## src/rtl/sefr_pkg.sv

```systemverilog
// Shared constants and types for the STX/ETX escaped frame receiver.
// No dependencies; every other file in rtl/ but sefr_ram refers to this package by scoped names.
`default_nettype none

package sefr_pkg;

    // message store geometry
    localparam int MSG_MAX = 32;
    localparam int IDX_W   = $clog2(MSG_MAX);
    localparam int LEN_W   = $clog2(MSG_MAX + 1);
    localparam int BANKS   = 2;
    localparam int RAM_DEPTH = BANKS * MSG_MAX;
    localparam int RAM_AW  = $clog2(RAM_DEPTH);

    // payload widths
    localparam int BYTE_W   = 8;
    localparam int OIDX_W   = 5;
    localparam int OLEN_W   = 6;

    // framing bytes
    localparam logic [BYTE_W-1:0] BYTE_START = 8'h02;
    localparam logic [BYTE_W-1:0] BYTE_END   = 8'h03;
    localparam logic [BYTE_W-1:0] BYTE_ESC   = 8'h10;

    // message kinds
    localparam logic KIND_REQUEST = 1'b0;
    localparam logic KIND_COMMAND = 1'b1;

    // configuration register indexes
    localparam int CFG_IDX_W = 1;
    localparam logic [CFG_IDX_W-1:0] REG_REQUEST_CODE = 1'b0;
    localparam logic [CFG_IDX_W-1:0] REG_COMMAND_CODE = 1'b1;

    // one finished message waiting to be drained
    typedef struct packed {
        logic             bank;
        logic             kind;
        logic [LEN_W-1:0] len;
    } desc_t;

    // drain-complete notice from back end to front end
    typedef struct packed {
        logic valid;
        logic bank;
    } done_t;

endpackage

`default_nettype wire

```

## src/rtl/sefr_ram.sv

```systemverilog
// Generic single-write, single-read RAM with registered read data.
// No dependencies.
`default_nettype none

module sefr_ram #(
    parameter int WIDTH = 8,
    parameter int DEPTH = 64
) (
    input  wire logic                     clk,
    input  wire logic                     we,
    input  wire logic [$clog2(DEPTH)-1:0] wr_addr,
    input  wire logic [WIDTH-1:0]         wr_data,
    input  wire logic                     rd_en,
    input  wire logic [$clog2(DEPTH)-1:0] rd_addr,
    output logic      [WIDTH-1:0]         rd_data
);

    logic [WIDTH-1:0] mem_reg [DEPTH];

    always_ff @(posedge clk)
    begin
        if (we)
        begin
            mem_reg[wr_addr] <= wr_data;
        end
        if (rd_en)
        begin
            rd_data <= mem_reg[rd_addr];
        end
    end

endmodule

`default_nettype wire

```

## src/rtl/sefr_front.sv

```systemverilog
// Front end: frame hunting, escape decoding, store writes, type check at frame end.
// Depends on sefr_pkg; writes into the banked message RAM.
`default_nettype none

module sefr_front (
    input  wire logic                             clk,
    input  wire logic                             rst_n,
    input  wire logic                             push,
    input  wire logic [sefr_pkg::BYTE_W-1:0]      rx_byte,
    output logic                                  full,
    input  wire logic [sefr_pkg::BYTE_W-1:0]      request_code,
    input  wire logic [sefr_pkg::BYTE_W-1:0]      command_code,
    output logic                                  ram_we,
    output logic      [sefr_pkg::RAM_AW-1:0]      ram_addr,
    output logic      [sefr_pkg::BYTE_W-1:0]      ram_data,
    output logic                                  desc_push,
    output sefr_pkg::desc_t                       desc,
    input  wire sefr_pkg::done_t                  done
);

    typedef enum logic [2:0] {
        MODE_HUNT  = 3'b001,
        MODE_STORE = 3'b010,
        MODE_FULL  = 3'b100
    } mode_t;

    mode_t                          mode_reg, mode_next;
    logic                           esc_reg, esc_next;
    logic [sefr_pkg::LEN_W-1:0]     fill_reg, fill_next;
    logic                           bank_reg, bank_next;
    logic [1:0]                     busy_reg, busy_next;
    logic [sefr_pkg::BYTE_W-1:0]    type_reg, type_next;

    logic                           accept;
    logic                           store_en;
    logic [sefr_pkg::BYTE_W-1:0]    store_val;
    logic [sefr_pkg::LEN_W-1:0]     fill_inc;

    // the bank being filled must not still be draining
    assign full   = busy_reg[bank_reg];
    assign accept = push && !full;
    assign fill_inc = fill_reg + sefr_pkg::LEN_W'(1);

    assign ram_we   = store_en;
    assign ram_addr = {bank_reg, fill_reg[sefr_pkg::IDX_W-1:0]};
    assign ram_data = store_val;

    always_comb
    begin
        mode_next = mode_reg;
        esc_next  = esc_reg;
        fill_next = fill_reg;
        bank_next = bank_reg;
        busy_next = busy_reg;
        type_next = type_reg;
        store_en  = 1'b0;
        store_val = rx_byte;
        desc_push = 1'b0;
        desc.bank = bank_reg;
        desc.kind = sefr_pkg::KIND_REQUEST;
        desc.len  = fill_reg;

        if (done.valid)
        begin
            busy_next[done.bank] = 1'b0;
        end

        if (accept)
        begin
            unique case (mode_reg)
                MODE_HUNT:
                begin
                    if (rx_byte == sefr_pkg::BYTE_START)
                    begin
                        mode_next = MODE_STORE;
                        esc_next  = 1'b0;
                        fill_next = '0;
                    end
                end
                MODE_STORE, MODE_FULL:
                begin
                    if (rx_byte == sefr_pkg::BYTE_END)
                    begin
                        // end byte wins even over a pending escape
                        mode_next = MODE_HUNT;
                        esc_next  = 1'b0;
                        fill_next = '0;
                        if (fill_reg >= sefr_pkg::LEN_W'(2))
                        begin
                            if (type_reg == request_code)
                            begin
                                desc_push = 1'b1;
                                desc.kind = sefr_pkg::KIND_REQUEST;
                            end
                            else if (type_reg == command_code)
                            begin
                                desc_push = 1'b1;
                                desc.kind = sefr_pkg::KIND_COMMAND;
                            end
                        end
                        if (desc_push)
                        begin
                            busy_next[bank_reg] = 1'b1;
                            bank_next = !bank_reg;
                        end
                    end
                    else if (mode_reg == MODE_STORE)
                    begin
                        if (esc_reg)
                        begin
                            esc_next  = 1'b0;
                            store_en  = 1'b1;
                            store_val = rx_byte - sefr_pkg::BYTE_ESC;
                        end
                        else if (rx_byte == sefr_pkg::BYTE_ESC)
                        begin
                            esc_next = 1'b1;
                        end
                        else
                        begin
                            store_en = 1'b1;
                        end
                    end
                end
                default:
                begin
                    mode_next = MODE_HUNT;
                end
            endcase
        end

        if (store_en)
        begin
            fill_next = fill_inc;
            if (fill_reg == sefr_pkg::LEN_W'(1))
            begin
                type_next = store_val;
            end
            if (fill_inc == sefr_pkg::LEN_W'(sefr_pkg::MSG_MAX))
            begin
                mode_next = MODE_FULL;
            end
        end
    end

    always_ff @(posedge clk or negedge rst_n)
    begin
        if (!rst_n)
        begin
            mode_reg <= MODE_HUNT;
            esc_reg  <= 1'b0;
            fill_reg <= '0;
            bank_reg <= 1'b0;
            busy_reg <= '0;
        end
        else
        begin
            mode_reg <= mode_next;
            esc_reg  <= esc_next;
            fill_reg <= fill_next;
            bank_reg <= bank_next;
            busy_reg <= busy_next;
        end
    end

    always_ff @(posedge clk)
    begin
        type_reg <= type_next;
    end

endmodule

`default_nettype wire

```

## src/rtl/sefr_desc_queue.sv

```systemverilog
// Two-entry queue of finished-message descriptors between front and back ends.
// Depends on sefr_pkg.
`default_nettype none

module sefr_desc_queue (
    input  wire logic            clk,
    input  wire logic            rst_n,
    input  wire logic            push,
    input  wire sefr_pkg::desc_t push_desc,
    input  wire logic            pop,
    output logic                 valid,
    output sefr_pkg::desc_t      head
);

    sefr_pkg::desc_t  entry_reg [2];
    logic             wr_ptr_reg, wr_ptr_next;
    logic             rd_ptr_reg, rd_ptr_next;
    logic [1:0]       count_reg, count_next;

    assign valid = (count_reg != 2'd0);
    assign head  = entry_reg[rd_ptr_reg];

    always_comb
    begin
        wr_ptr_next = wr_ptr_reg;
        rd_ptr_next = rd_ptr_reg;
        count_next  = count_reg;
        if (push)
        begin
            wr_ptr_next = !wr_ptr_reg;
        end
        if (pop && valid)
        begin
            rd_ptr_next = !rd_ptr_reg;
        end
        case ({push, pop && valid})
            2'b10:   count_next = count_reg + 2'd1;
            2'b01:   count_next = count_reg - 2'd1;
            default: count_next = count_reg;
        endcase
    end

    always_ff @(posedge clk or negedge rst_n)
    begin
        if (!rst_n)
        begin
            wr_ptr_reg <= 1'b0;
            rd_ptr_reg <= 1'b0;
            count_reg  <= '0;
        end
        else
        begin
            wr_ptr_reg <= wr_ptr_next;
            rd_ptr_reg <= rd_ptr_next;
            count_reg  <= count_next;
        end
    end

    always_ff @(posedge clk)
    begin
        if (push)
        begin
            entry_reg[wr_ptr_reg] <= push_desc;
        end
    end

endmodule

`default_nettype wire

```

## src/rtl/sefr_back.sv

```systemverilog
// Back end: drains one stored message per descriptor into the result register.
// Depends on sefr_pkg; reads the banked message RAM.
`default_nettype none

module sefr_back (
    input  wire logic                           clk,
    input  wire logic                           rst_n,
    input  wire logic                           desc_valid,
    input  wire sefr_pkg::desc_t                desc,
    output logic                                desc_pop,
    output sefr_pkg::done_t                     done,
    output logic                                ram_re,
    output logic      [sefr_pkg::RAM_AW-1:0]    ram_addr,
    input  wire logic [sefr_pkg::BYTE_W-1:0]    ram_data,
    output logic                                empty,
    input  wire logic                           pop,
    output logic      [sefr_pkg::BYTE_W-1:0]    out_byte,
    output logic                                msg_kind,
    output logic      [sefr_pkg::OIDX_W-1:0]    byte_index,
    output logic      [sefr_pkg::OLEN_W-1:0]    msg_length,
    output logic                                last
);

    typedef enum logic [3:0] {
        ST_IDLE  = 4'b0001,
        ST_ISSUE = 4'b0010,
        ST_LOAD  = 4'b0100,
        ST_HOLD  = 4'b1000
    } state_t;

    state_t                         state_reg, state_next;
    logic [sefr_pkg::IDX_W-1:0]     idx_reg, idx_next;
    logic                           oval_reg, oval_next;
    logic [sefr_pkg::BYTE_W-1:0]    obyte_reg;
    logic                           okind_reg;
    logic [sefr_pkg::OIDX_W-1:0]    oidx_reg;
    logic [sefr_pkg::OLEN_W-1:0]    olen_reg;
    logic                           olast_reg;
    logic                           is_last;
    logic                           load;

    assign is_last  = (sefr_pkg::LEN_W'(idx_reg) + sefr_pkg::LEN_W'(1)) == desc.len;
    assign ram_addr = {desc.bank, idx_reg};

    assign empty      = !oval_reg;
    assign out_byte   = obyte_reg;
    assign msg_kind   = okind_reg;
    assign byte_index = oidx_reg;
    assign msg_length = olen_reg;
    assign last       = olast_reg;

    always_comb
    begin
        state_next = state_reg;
        idx_next   = idx_reg;
        oval_next  = oval_reg;
        ram_re     = 1'b0;
        load       = 1'b0;
        desc_pop   = 1'b0;
        done.valid = 1'b0;
        done.bank  = desc.bank;

        unique case (state_reg)
            ST_IDLE:
            begin
                if (desc_valid)
                begin
                    idx_next   = '0;
                    state_next = ST_ISSUE;
                end
            end
            ST_ISSUE:
            begin
                ram_re     = 1'b1;
                state_next = ST_LOAD;
            end
            ST_LOAD:
            begin
                load       = 1'b1;
                oval_next  = 1'b1;
                state_next = ST_HOLD;
            end
            ST_HOLD:
            begin
                if (pop)
                begin
                    oval_next = 1'b0;
                    if (olast_reg)
                    begin
                        desc_pop   = 1'b1;
                        done.valid = 1'b1;
                        state_next = ST_IDLE;
                    end
                    else
                    begin
                        idx_next   = idx_reg + sefr_pkg::IDX_W'(1);
                        state_next = ST_ISSUE;
                    end
                end
            end
            default:
            begin
                state_next = ST_IDLE;
            end
        endcase
    end

    always_ff @(posedge clk or negedge rst_n)
    begin
        if (!rst_n)
        begin
            state_reg <= ST_IDLE;
            idx_reg   <= '0;
            oval_reg  <= 1'b0;
        end
        else
        begin
            state_reg <= state_next;
            idx_reg   <= idx_next;
            oval_reg  <= oval_next;
        end
    end

    always_ff @(posedge clk)
    begin
        if (load)
        begin
            obyte_reg <= ram_data;
            okind_reg <= desc.kind;
            oidx_reg  <= sefr_pkg::OIDX_W'(idx_reg);
            olen_reg  <= sefr_pkg::OLEN_W'(desc.len);
            olast_reg <= is_last;
        end
    end

endmodule

`default_nettype wire

```

## src/rtl/stx_etx_escaped_frame_receiver.sv

```systemverilog
// STX/ETX escaped frame receiver, top level. After the end byte of an accepted message
// is accepted, its descriptor passes through the queue, then the back end reads the first
// byte from the RAM and loads it; each further byte is read and loaded only after the
// previous one is popped. Input takes one byte per cycle while full is low; full rises
// only when both store banks still hold messages waiting to drain. Reset (rst_n, async
// low): hunting, store empty, request_code 0, command_code 1. Depends on sefr_pkg,
// sefr_ram, sefr_front, sefr_desc_queue, sefr_back.
`default_nettype none

module stx_etx_escaped_frame_receiver (
    input  wire logic                                 clk,
    input  wire logic                                 rst_n,
    // byte input queue side
    input  wire logic                                 push,
    output logic                                      full,
    input  wire logic [sefr_pkg::BYTE_W-1:0]          rx_byte,
    // result queue side
    output logic                                      empty,
    input  wire logic                                 pop,
    output logic      [sefr_pkg::BYTE_W-1:0]          out_byte,
    output logic                                      msg_kind,
    output logic      [sefr_pkg::OIDX_W-1:0]          byte_index,
    output logic      [sefr_pkg::OLEN_W-1:0]          msg_length,
    output logic                                      last,
    // configuration write port
    input  wire logic                                 cfg_we,
    input  wire logic [sefr_pkg::CFG_IDX_W-1:0]       cfg_index,
    input  wire logic [sefr_pkg::BYTE_W-1:0]          cfg_data
);

    logic [sefr_pkg::BYTE_W-1:0]  request_code_reg;
    logic [sefr_pkg::BYTE_W-1:0]  command_code_reg;

    // front end -> RAM write port
    logic                         ram_we;
    logic [sefr_pkg::RAM_AW-1:0]  ram_waddr;
    logic [sefr_pkg::BYTE_W-1:0]  ram_wdata;

    // back end -> RAM read port
    logic                         ram_re;
    logic [sefr_pkg::RAM_AW-1:0]  ram_raddr;
    logic [sefr_pkg::BYTE_W-1:0]  ram_rdata;

    // descriptor queue between the two halves
    logic                         desc_push;
    sefr_pkg::desc_t              desc_in;
    logic                         desc_valid;
    sefr_pkg::desc_t              desc_head;
    logic                         desc_pop;
    sefr_pkg::done_t              done;

    // config registers; the user must write them only while the block is idle, the block does not enforce it
    always_ff @(posedge clk or negedge rst_n)
    begin
        if (!rst_n)
        begin
            request_code_reg <= 8'h00;
            command_code_reg <= 8'h01;
        end
        else if (cfg_we)
        begin
            unique case (cfg_index)
                sefr_pkg::REG_REQUEST_CODE: request_code_reg <= cfg_data;
                sefr_pkg::REG_COMMAND_CODE: command_code_reg <= cfg_data;
                default: ;
            endcase
        end
    end

    // front: hunts, de-escapes and fills one bank while the other may drain
    sefr_front u_front (
        .clk          (clk),
        .rst_n        (rst_n),
        .push         (push),
        .rx_byte      (rx_byte),
        .full         (full),
        .request_code (request_code_reg),
        .command_code (command_code_reg),
        .ram_we       (ram_we),
        .ram_addr     (ram_waddr),
        .ram_data     (ram_wdata),
        .desc_push    (desc_push),
        .desc         (desc_in),
        .done         (done)
    );

    // two banks of MSG_MAX bytes, bank bit on top of the address
    sefr_ram #(
        .WIDTH (sefr_pkg::BYTE_W),
        .DEPTH (sefr_pkg::RAM_DEPTH)
    ) u_store (
        .clk     (clk),
        .we      (ram_we),
        .wr_addr (ram_waddr),
        .wr_data (ram_wdata),
        .rd_en   (ram_re),
        .rd_addr (ram_raddr),
        .rd_data (ram_rdata)
    );

    // at most two messages outstanding, one per bank
    sefr_desc_queue u_queue (
        .clk       (clk),
        .rst_n     (rst_n),
        .push      (desc_push),
        .push_desc (desc_in),
        .pop       (desc_pop),
        .valid     (desc_valid),
        .head      (desc_head)
    );

    // back: reads the oldest message out, one beat per result
    sefr_back u_back (
        .clk        (clk),
        .rst_n      (rst_n),
        .desc_valid (desc_valid),
        .desc       (desc_head),
        .desc_pop   (desc_pop),
        .done       (done),
        .ram_re     (ram_re),
        .ram_addr   (ram_raddr),
        .ram_data   (ram_rdata),
        .empty      (empty),
        .pop        (pop),
        .out_byte   (out_byte),
        .msg_kind   (msg_kind),
        .byte_index (byte_index),
        .msg_length (msg_length),
        .last       (last)
    );

endmodule

`default_nettype wire

```

## config.mk

```make
export PLATFORM = sky130hd
export DESIGN_NAME = stx_etx_escaped_frame_receiver
export DESIGN_NICKNAME = d
export VERILOG_FILES = /design/src/rtl/sefr_pkg.sv /design/src/rtl/sefr_ram.sv /design/src/rtl/sefr_front.sv /design/src/rtl/sefr_desc_queue.sv /design/src/rtl/sefr_back.sv /design/src/rtl/stx_etx_escaped_frame_receiver.sv
export SDC_FILE = /design/constraint.sdc
export NUM_CORES = 1
export LEC_CHECK = 0
export BUFFER_PORTS_ARGS = -buffer_cell sky130_fd_sc_hd__buf_2
export CORE_MARGIN = 2
export CORE_UTILIZATION = 55
export DETAILED_ROUTE_END_ITERATION = 8
export PLACE_DENSITY = 0.79
export SLEW_MARGIN = 20
export SYNTH_ARGS = -nofsm -noshare
export SYNTH_HDL_FRONTEND = slang
export SYNTH_SLANG_ARGS = --single-unit
```

## constraint.sdc

```tcl
create_clock -name clk -period 10.5 [get_ports clk]
set_input_delay 0.525 -clock clk [delete_from_list [all_inputs] [get_ports clk]]
set_output_delay 0.525 -clock clk [all_outputs]
set_load 0.1 [all_outputs]
```

Word level (Yosys, flattened, before mapping). Memory sizes are Yosys's and may differ from the RTL's. A register that Yosys moved wholly into a read port is not among the register bits. Index checks and enable logic that the tools add are counted.

Reduce and logical (&&, ||, !) cells: 26. Magnitude comparators: 5. Muxes and demuxes: 73. $add $sub $neg: 6. Bitwise logic cells: 4. Equal/unequal tests: 24.

Operators with widths (number): $mux W8 (5); $mux W1 (39); $mux W6 (4); $eq A8 B2 Y1 const B (2); $eq A8 B8 Y1 (2); $pmux W4 S4 (1); $reduce_and A4 Y1 (4); $mux W3 (5); $mux W5 (3); $mux W2 (6); $pmux W6 S2 (1); $reduce_bool A2 Y1 (6); $pmux W5 S2 (1); $reduce_and A2 Y1 (5); $eq A8 B5 Y1 const B (1); $mux W4 (2); $sub A8 B5 Y8 const B (1); $add A5 B1 Y6 const B (1); $add A6 B1 Y6 const B (1); $eq A6 B1 Y1 const B (1); $eq A6 B6 Y1 (1); $eq A6 B6 Y1 const B (1); $ge A6 B2 Y1 const B (1); $ne A2 B2 Y1 const B (3); other kinds (29) (41).

Input bits: 22. Bits in writable memories: 528. Output and inout port bits: 23. Bits in registers: 72. Memories kept: 2. Word-level logic and storage cells: 159.

Memories: u_store.mem_reg (words 64, bits a word 8, read ports 1, clocked after Yosys merged registers in 1, wr ports 1, line sefr_ram.sv:18) `logic [WIDTH-1:0] mem_reg [DEPTH];`; u_queue.entry_reg (words 2, bits a word 8, read ports 1, clocked after Yosys merged registers in 0, wr ports 1, line sefr_desc_queue.sv:15) `sefr_pkg::desc_t entry_reg [2];`.

Logic depth before layout (Yosys ltp). Gate-level depths: netlist of the first run. An unclocked memory read counts as a cell.

Depth after elaboration: 13. Gate-level depth with buffers: 11.

Hierarchy. A second synthesis of the first run with hierarchy kept.

Cell total of the unflattened synthesis: 1285. Area, all modules: 24509.8 um^2.

By module, submodules not included: sefr_ram (times used 1, area each 20317.0 um^2, cells an instance 967); sefr_front (times used 1, area each 1462.7 um^2, cells an instance 143); sefr_back (times used 1, area each 1320.0 um^2, cells an instance 99); sefr_desc_queue (times used 1, area each 767.0 um^2, cells an instance 41); stx_etx_escaped_frame_receiver (times used 1, area each 643.1 um^2, cells an instance 35).

Least setup slack after synthesis of the first run. Ideal clock, no wire load.

Path kind: input-to-reg. Start point: in rx_byte[3] (netlist bit). End point: reg u_front.type_reg[4] (netlist bit) (data pin). Setup time: 0.574 ns. Data arrival time: 3.513 ns. Slack: 6.413 ns. Stages: 4. Cell sequence: or4_4 > nor3_1 > nor2_1 > xnor2_1.

Longest elaborated chain between the ends: 6.

Ends and longest elaborated chain: start, declared (line stx_etx_escaped_frame_receiver.sv:16) `input wire logic [sefr_pkg::BYTE_W-1:0] rx_byte,`; $sub A8 B5 Y8 (line sefr_front.sv:113) `store_val = rx_byte - sefr_pkg::BYTE_ESC;`; $mux W8 (line sefr_front.sv:109) `if (esc_reg)`; $mux W8 (line sefr_front.sv:107) `else if (mode_reg == MODE_STORE)`; $mux W8 (*) (line sefr_front.sv:82) `if (rx_byte == sefr_pkg::BYTE_END)`; $mux W8 (*) (line sefr_front.sv:70) `unique case (mode_reg)`; $mux W8 (*) (line sefr_front.sv:68) `if (accept)`; via ram_wdata (one bit) (line stx_etx_escaped_frame_receiver.sv:37) `logic [sefr_pkg::BYTE_W-1:0] ram_wdata;`; end signal, assigned (line sefr_front.sv:168) `type_reg <= type_next;`; end, declared (line sefr_front.sv:32) `logic [sefr_pkg::BYTE_W-1:0] type_reg, type_next;`.

Mark *: on every way through the listed nets, which the timed path passes. The rest lies on a longest branch. A chain may end at the register's enable or synchronous reset.

==> summary.txt, run 1 <==
Power
  • Lkg Pwr: 8.50 nW
  • Combinational Power Share: 3.0%
  • Clk pwr share: between 40% and 50%
  • Cell Pwr Density: 180 nW/um^2
  • Reg power frac: 54.8%
  • IR drop worst, VDD: 0.142 mV
  • Internal: 3.87 mW
  • Switching part of the total power: 20.5%
  • Pwr Total: 4.87 mW
  • Psw: 0.998 mW

Floorplan
  • Cell Rows: 76
  • Ports: 45
  • DIE WIDTH: 214 um
  • Die area: 45,800 um^2
  • Starting Density: 56.0%
  • Die H: about 210 um
  • Core area: 43,300 um^2

Logic synthesis
  • Number of flops mapped to enable cells by yosys: 565
  • Post-synth top area share: 70.0%
  • Synth top area cells: edfxtp_1 (70%), mux4_2 (12%), dfrtp_1 (4.1%), mux2_2 (1.3%), mux2i_1 (1.3%)
  • Yosys reg bits: 608
  • Area leader, netlist: edfxtp_1
  • Warnings from Yosys: 0
  • Seq/Total Area, Yosys: about 74%
  • Post-synthesis cell count: 1,222
  • Unique cell type count in the Yosys netlist: 66
  • Top_reg_cell synth: edfxtp_1
  • Cell Area, Synth: 24,200 um^2
  • Syn Area/Cell: 19.8 um^2
  • Async SR Flop Fraction: ~7%
  • Post-Syn Nets: roughly 1,300

STA
  • Min Tclk post-route: 3.93 ns
  • Rel. slew slack: 33.4%
  • Sum Neg Setup Slack: 0 ns
  • Max Slew Vio Count: 0
  • Hold Vio Cnt, Final: 0
  • Worst-Margin Slew: between 0.9 and 1 ns
  • Setup Skew: around 0.034 ns
  • Period Utilization, post-route: 37.5%
  • Fmax: 254 MHz
  • Final setup vio count: 0
  • RSZ-0062 raised after global routing: no

Worst setup path
  • Worst Setup Path Type: reg -> reg
  • Bufs and invs on worst path: 2
  • Startpoint types: flip-flop
  • Worst EP arrival: 4.29 ns
  • Slowest stage delay, CP: 0.79 ns
  • Reg-to-Reg Start: u_back.idx_reg[0]
  • Most used cell, CP: buf_4
  • Critical-path top delay cell: buf_4
  • Max FO, Critical Path: 52
  • Cell chain of the critical path: buf_4 > buf_4 > mux4_2 > a22o_1 > a221oi_1 > o21ai_0 > o32a_1
  • CP Capture Type: flip-flop
  • Crit. Startpoint: u_back.idx_reg[0]
  • Critical Path RT: approximately 11 ns
  • Cell family with most CP delay: buffers and inverters

GRT
  • Total track usage: 24.1%
  • Initial antenna violation count: 2
  • Vias in the first global route: 12,500
  • Total grt overflow: 0
  • First-pass GRT wire length: 81,900 um
  • Pin count of the biggest net entering global routing: 67

Drt
  • Routed WL per cell: around 28 um
  • Remaining routing DRC violations: 0
  • Via-to-Cell Ratio: around 6.5
  • Detail Route Antenna Nets: 0
  • Final WL: 54,200 um
  • Initial DRC Count: 1,765
  • Drt pass-1 iters: 5
  • Via count: 12,500

Clock tree
  • Resized Gates After CTS: 0
  • Setup bufs post-CTS: 0
  • CTS Buf Count: 58
  • Sink Count: 608
  • H-tree level count: 2
  • Worst-Skew Late Latency: between 0.6 and 0.7 ns
  • CTS tree: built
  • Root buf cell: clkbuf_16
  • Clock Path Buffers: 3
  • Worst-path clk slew: 0.07 ns

Worst hold path
  • Hold/Removal Path Class: in -> reg
  • HP Start: cfg_data[5]

Placed design
  • Post-DP HPWL: 32,500 um
  • Number of port buffers: 44
  • Routability Congestion: 0.846

Job
  • Maxcap violations: 0

Finish
  • Nets: 1,323
  • Max reg flops: 512
  • Area Growth Syn to Fin: 11.4%
  • Share of cells above drive strength 1: around a quarter
  • Fillers: 2,841

Outcome
  • Status: finished, final reports clean
==> final timing paths <==
check | endpoint | slack [ns] | cells past startpoint
max | u_store.rd_data[0] | 6.57 | 7
min | command_code_reg[5] | 0.15 | 2
min in group asynchronous | command_code_reg[5] | 0.47 | 2
min reg2reg | u_queue.count_reg[1] | 0.47 | 1
max in group asynchronous | u_back.idx_reg[1] | 9.57 | 2
max reg2reg | u_store.rd_data[0] | 6.57 | 7
==> synthesized netlist by cell type, types with 4 or more instances <==
library cell / instances
and2_1: 6
and2_0: 4
mux4_1: 7
nand3_1: 12
buf_4: 10
nor2b_1: 15
a211oi_1: 16
buf_1: 6
dfrtp_1: 40
a21oi_1: 15
nor4b_1: 4
buf_6: 9
nand2_1: 34
xor2_1: 24
o32a_1: 4
nor3_1: 18
edfxtp_1: 565
nor4_1: 7
buf_2: 17
a311oi_1: 4
a22o_1: 5
o21ai_0: 20
a221oi_1: 5
nor2_1: 72
xnor2_1: 11
nand2b_1: 5
mux4_2: 126
clkbuf_1: 17
or3_1: 6
mux2_2: 28
inv_1: 13
ha_1: 8
nand4_1: 5
mux2i_1: 31
==> power groups by stage <==
stage                     clock network, mW  registers [mW]  logic [mW]
final                                  2.05            2.67       0.148
after global routing                   2.16            2.67       0.159
after CTS                              2.07            2.67       0.148
after global placement                    0            2.72       0.143
after detailed placement                  0            2.72       0.147
after floorplan                           0            2.71      0.0901
==> cells in the final DEF, fill, tap and decap left out, drive strengths merged, types with 12 or more instances in the layout <==
cell type	netlist	final
edfxtp	565	565
mux2i	31	31
clkbuf	17	70
mux4	133	133
inv	13	15
nor2	73	73
o21ai	21	21
nor2b	15	15
a211oi	16	16
nor3	18	18
xor2	24	24
buf	42	69
nand3	12	12
a21oi	16	16
clkinv	1	29
nand2	34	34
dfrtp	40	40
mux2	28	28
==> per-stage QoR <==
stage / setup slack, ns / hold slack (ns) / std cells / cell area, um^2 / util, %
final: 6.57 / 0.145 / 1927 / 27000 / 62.4
after global routing: 6.29 / 0.155 / 1926 / 27000 / 62.4
after CTS: 6.52 / 0.112 / 1925 / 27000 / 62.4
after detailed placement: 6.52 / 0.465 / 1817 / 25100 / 58.1
after global placement: 6.59 / 0.454 / 1817 / 25100 / 58.0
after floorplan: 6.41 / 0.229 / 1222 / 24200 / -
==> routing by layer <==
layer | up-vias | wire length [um] | global-route usage [%] | share of wire (%)
met5 | - | 0 | 0 | 0
met2 | 736 | 25900 | 37.7 | 48
met3 | 135 | 5170 | 4.81 | 9.5
li1 | 5125 | - | - | -
met1 | 6469 | 21100 | 33.8 | 39
met4 | 0 | 2050 | 9.46 | 3.8
==> layout make-up <==
class | count | area, um^2 | area share [%]
timing repair buffer | 70 | 420 | 1.56
sequential | 608 | 18100 | 66.9
tap | 585 | 732 | 2.71
clock buffer | 70 | 1530 | 5.66
inverter | 14 | 52.6 | 0.195
clock inverter | 38 | 327 | 1.21
antenna | 1 | 2.50 | 0.00927
multi-input combinational | 541 | 5870 | 21.8
==> cells by family after synthesis <==
| logic type | Yosys count | synth area share, % |
|---|---|---|
| buf+inv | 73 | 1.65 |
| simple gates | 207 | 4.26 |
| flops | 608 | 74.5 |
| compound gates | 99 | 2.90 |
| xor+xnor | 35 | 1.26 |
| mux | 192 | 15.0 |
| fa+ha+maj | 8 | 0.413 |
==> what timing repair did <==
item	4_1_cts	5_1_grt
hold buffers	0	1
hold endpoints to repair	0	40
endpoints found under the setup margin	0	0
(Power assumes the default switching activity.)
==> run 2, diff against run 1 <==
==> constraint.sdc (replaced) <==
create_clock -name clk -period 3.79 [get_ports clk]
set_input_delay 0.1895 -clock clk [delete_from_list [all_inputs] [get_ports clk]]
set_output_delay 0.1895 -clock clk [all_outputs]
set_load 0.1 [all_outputs]
==> run 2 against run 1 <==
Compared with the run above:
- maximum frequency grew 18%
- setup slack worse by 6.1 ns
- worst hold slack worse by 0.14 ns
- clock-buffer cell count is 2 lower
- total power grew to 2.9 times the previous value
- sequential share of layout area fell by 1.4 points
- first-iteration DRC count down 8.7%
- global-route usage up 0.11 points
- critical endpoint is now u_store.mem_reg[29][2]
- highest routed layer unchanged
==> summary.txt, run 2 (same netlist as run 1, synthesis figures left out) <==
Outcome
  • Status: finished, final reports clean

Clock tree
  • H-tree level count: 2
  • Root buf cell: clkbuf_16
  • CTS Buf Count: 58
  • Sink Count: between 600 and 700
  • CTS tree: built
  • Setup bufs post-CTS: 0
  • Worst-path clk slew: 0.06 ns
  • Clock Path Buffers: 3
  • Hold_buf cts: 14
  • Worst-Skew Late Latency: 0.62 ns
  • Resized Gates After CTS: 0

Floorplan
  • Die H: 214 um
  • Starting Density: 56.0%
  • Core area: 43,300 um^2
  • Cell Rows: 76
  • Die area: 45,800 um^2
  • DIE WIDTH: approximately 210 um
  • Ports: 45

Finish
  • Leading cell type in the layout, fill and taps excluded: edfxtp_1
  • Most frequent cells in the layout: edfxtp_1 (565), mux4_2 (126), nor2_1 (70)
  • Share of cells above drive strength 1: 26.8%
  • Final core utilization: 63.7%
  • Max reg flops: ~500
  • Nets: 1,374
  • Area Growth Syn to Fin: 13.8%

STA
  • Hold slack: 0.00687 ns
  • Hold Vio Cnt, Final: 0
  • Final setup vio count: 0
  • Fmax: ~300 MHz
  • Sum Neg Setup Slack: 0 ns
  • Worst-Margin Slew: 0.924 ns
  • Period Utilization, post-route: between 80% and 90%
  • Max Slew Vio Count: 0
  • Rel. slew slack: 38.4%
  • RSZ-0062 raised after global routing: no
  • Min Tclk post-route: 3.34 ns
  • Setup Skew: 0.0285 ns

Worst setup path
  • Reg-to-Reg Start: u_front.bank_reg
  • R2R Setup Slk: 0.45 ns
  • Reg2reg end: u_store.mem_reg[29][2]
  • CP Capture Type: flip-flop
  • Critical-path top delay cell: nor2_1
  • Path depth of the worst reg2reg path: 6
  • Worst EP arrival: between 3 and 4 ns
  • Max FO, Critical Path: 9
  • Cell chain of the critical path: mux2i_1 > inv_1 > nor2_2 > nand4_1 > or3_1 > nor2_1
  • Slowest stage delay, CP: 0.74 ns
  • Critical Path RT: around 4 ns
  • Worst Setup Path Type: reg -> reg
  • Startpoint types: flip-flop

Drt
  • Final WL: 54,400 um
  • Via count: between 10,000 and 15,000
  • Remaining routing DRC violations: 0
  • Drt pass-1 iters: 7
  • Routed WL per cell: 27.5 um
  • Detail Route Antenna Nets: 0
  • Initial DRC Count: 1,611
  • Via-to-Cell Ratio: 6.35

Power
  • Lkg Pwr: 8.82 nW
  • IR drop worst, VDD: a little over 0.3 mV
  • Cell Pwr Density: 503 nW/um^2

Worst hold path
  • Hold/Removal Path Class: in -> async

Placed design
  • Number of port buffers: 44
  • Routability Congestion: a little under 0.9
  • Post-DP HPWL: between 30,000 and 40,000 um

GRT
  • Total track usage: 24.2%
  • Initial antenna violation count: 3
  • Total grt overflow: 0
  • Vias in the first global route: 12,700
  • Pin count of the biggest net entering global routing: 66
  • First-pass GRT wire length: 82,100 um

Job
  • Maxcap violations: 0
## run 2: cell types whose count changed in the layout (fill, tap and decap cells not counted), moves of 5 or more
cell,change
buf_4,+32
dlygate4sd3_1,+13
clkinv_2,-10
buf_12,+5
bufinv_16,+5
clkinv_1,+5
nor3_1,+5
nor3_2,-5
## run 2: how the worst max path moves through the flow
| stage | to | cells after the start | start |
|---|---|---|---|
| 2_1_floorplan | u_front.type_reg[4] | 4 | rx_byte[3] |
| 6_report | u_store.mem_reg[29][2] | 6 | u_front.bank_reg |
| 3_3_place_gp | u_store.mem_reg[39][5] | 7 | u_front.bank_reg |
| 3_5_place_dp | u_store.mem_reg[39][7] | 7 | u_front.bank_reg |
| 5_1_grt | u_store.mem_reg[29][2] | 6 | u_front.bank_reg |
| 4_1_cts | u_store.mem_reg[29][2] | 6 | u_front.bank_reg |
## run 2: area by class of cell
class,instances,area [um^2]
antenna,1,2.50
clock buffer,68,1550
clock inverter,38,444
fill,2793,15700
inverter,14,52.6
multi-input combinational,541,5840
sequential,608,18100
tap,585,732
timing repair buffer,121,896
## run 2: where the power goes
group          internal [mW]  switching (mW)
Combinational          0.168           0.266
Clock                   3.59            2.45
Sequential              7.36          0.0341
Total                   11.1            2.75
## run 2: worst max-delay path, delay by kind of cell (launching register included)
family                 cells  cell delay (ns)
and+or+nand+nor            4             1.95
DFF                        1             0.53
buffers and inverters      1             0.13
muxes                      1             0.33
## run 2: layer usage
metal  GRT usage, %  routed length, um  up-vias  part of all wire (%)
met5              0                  0        -                     0
met4           8.37               2110        0                   3.9
met3           4.54               4570      135                   8.4
met2           39.0              26400      697                    49
met1           33.6              21300     6490                    39
li1               -                  -     5218                     -
## run 2: metrics by stage
step                      setup WS [ns]  cells  total power, mW  instance area [um^2]
after floorplan                  0.0381   1222             7.77                 24200
after global placement            0.676   1854             7.94                 25400
after detailed placement          0.536   1854             7.95                 25400
after CTS                         0.496   1974             13.9                 27500
after global routing              0.362   1975             14.2                 27600
final                             0.450   1976             13.9                 27600
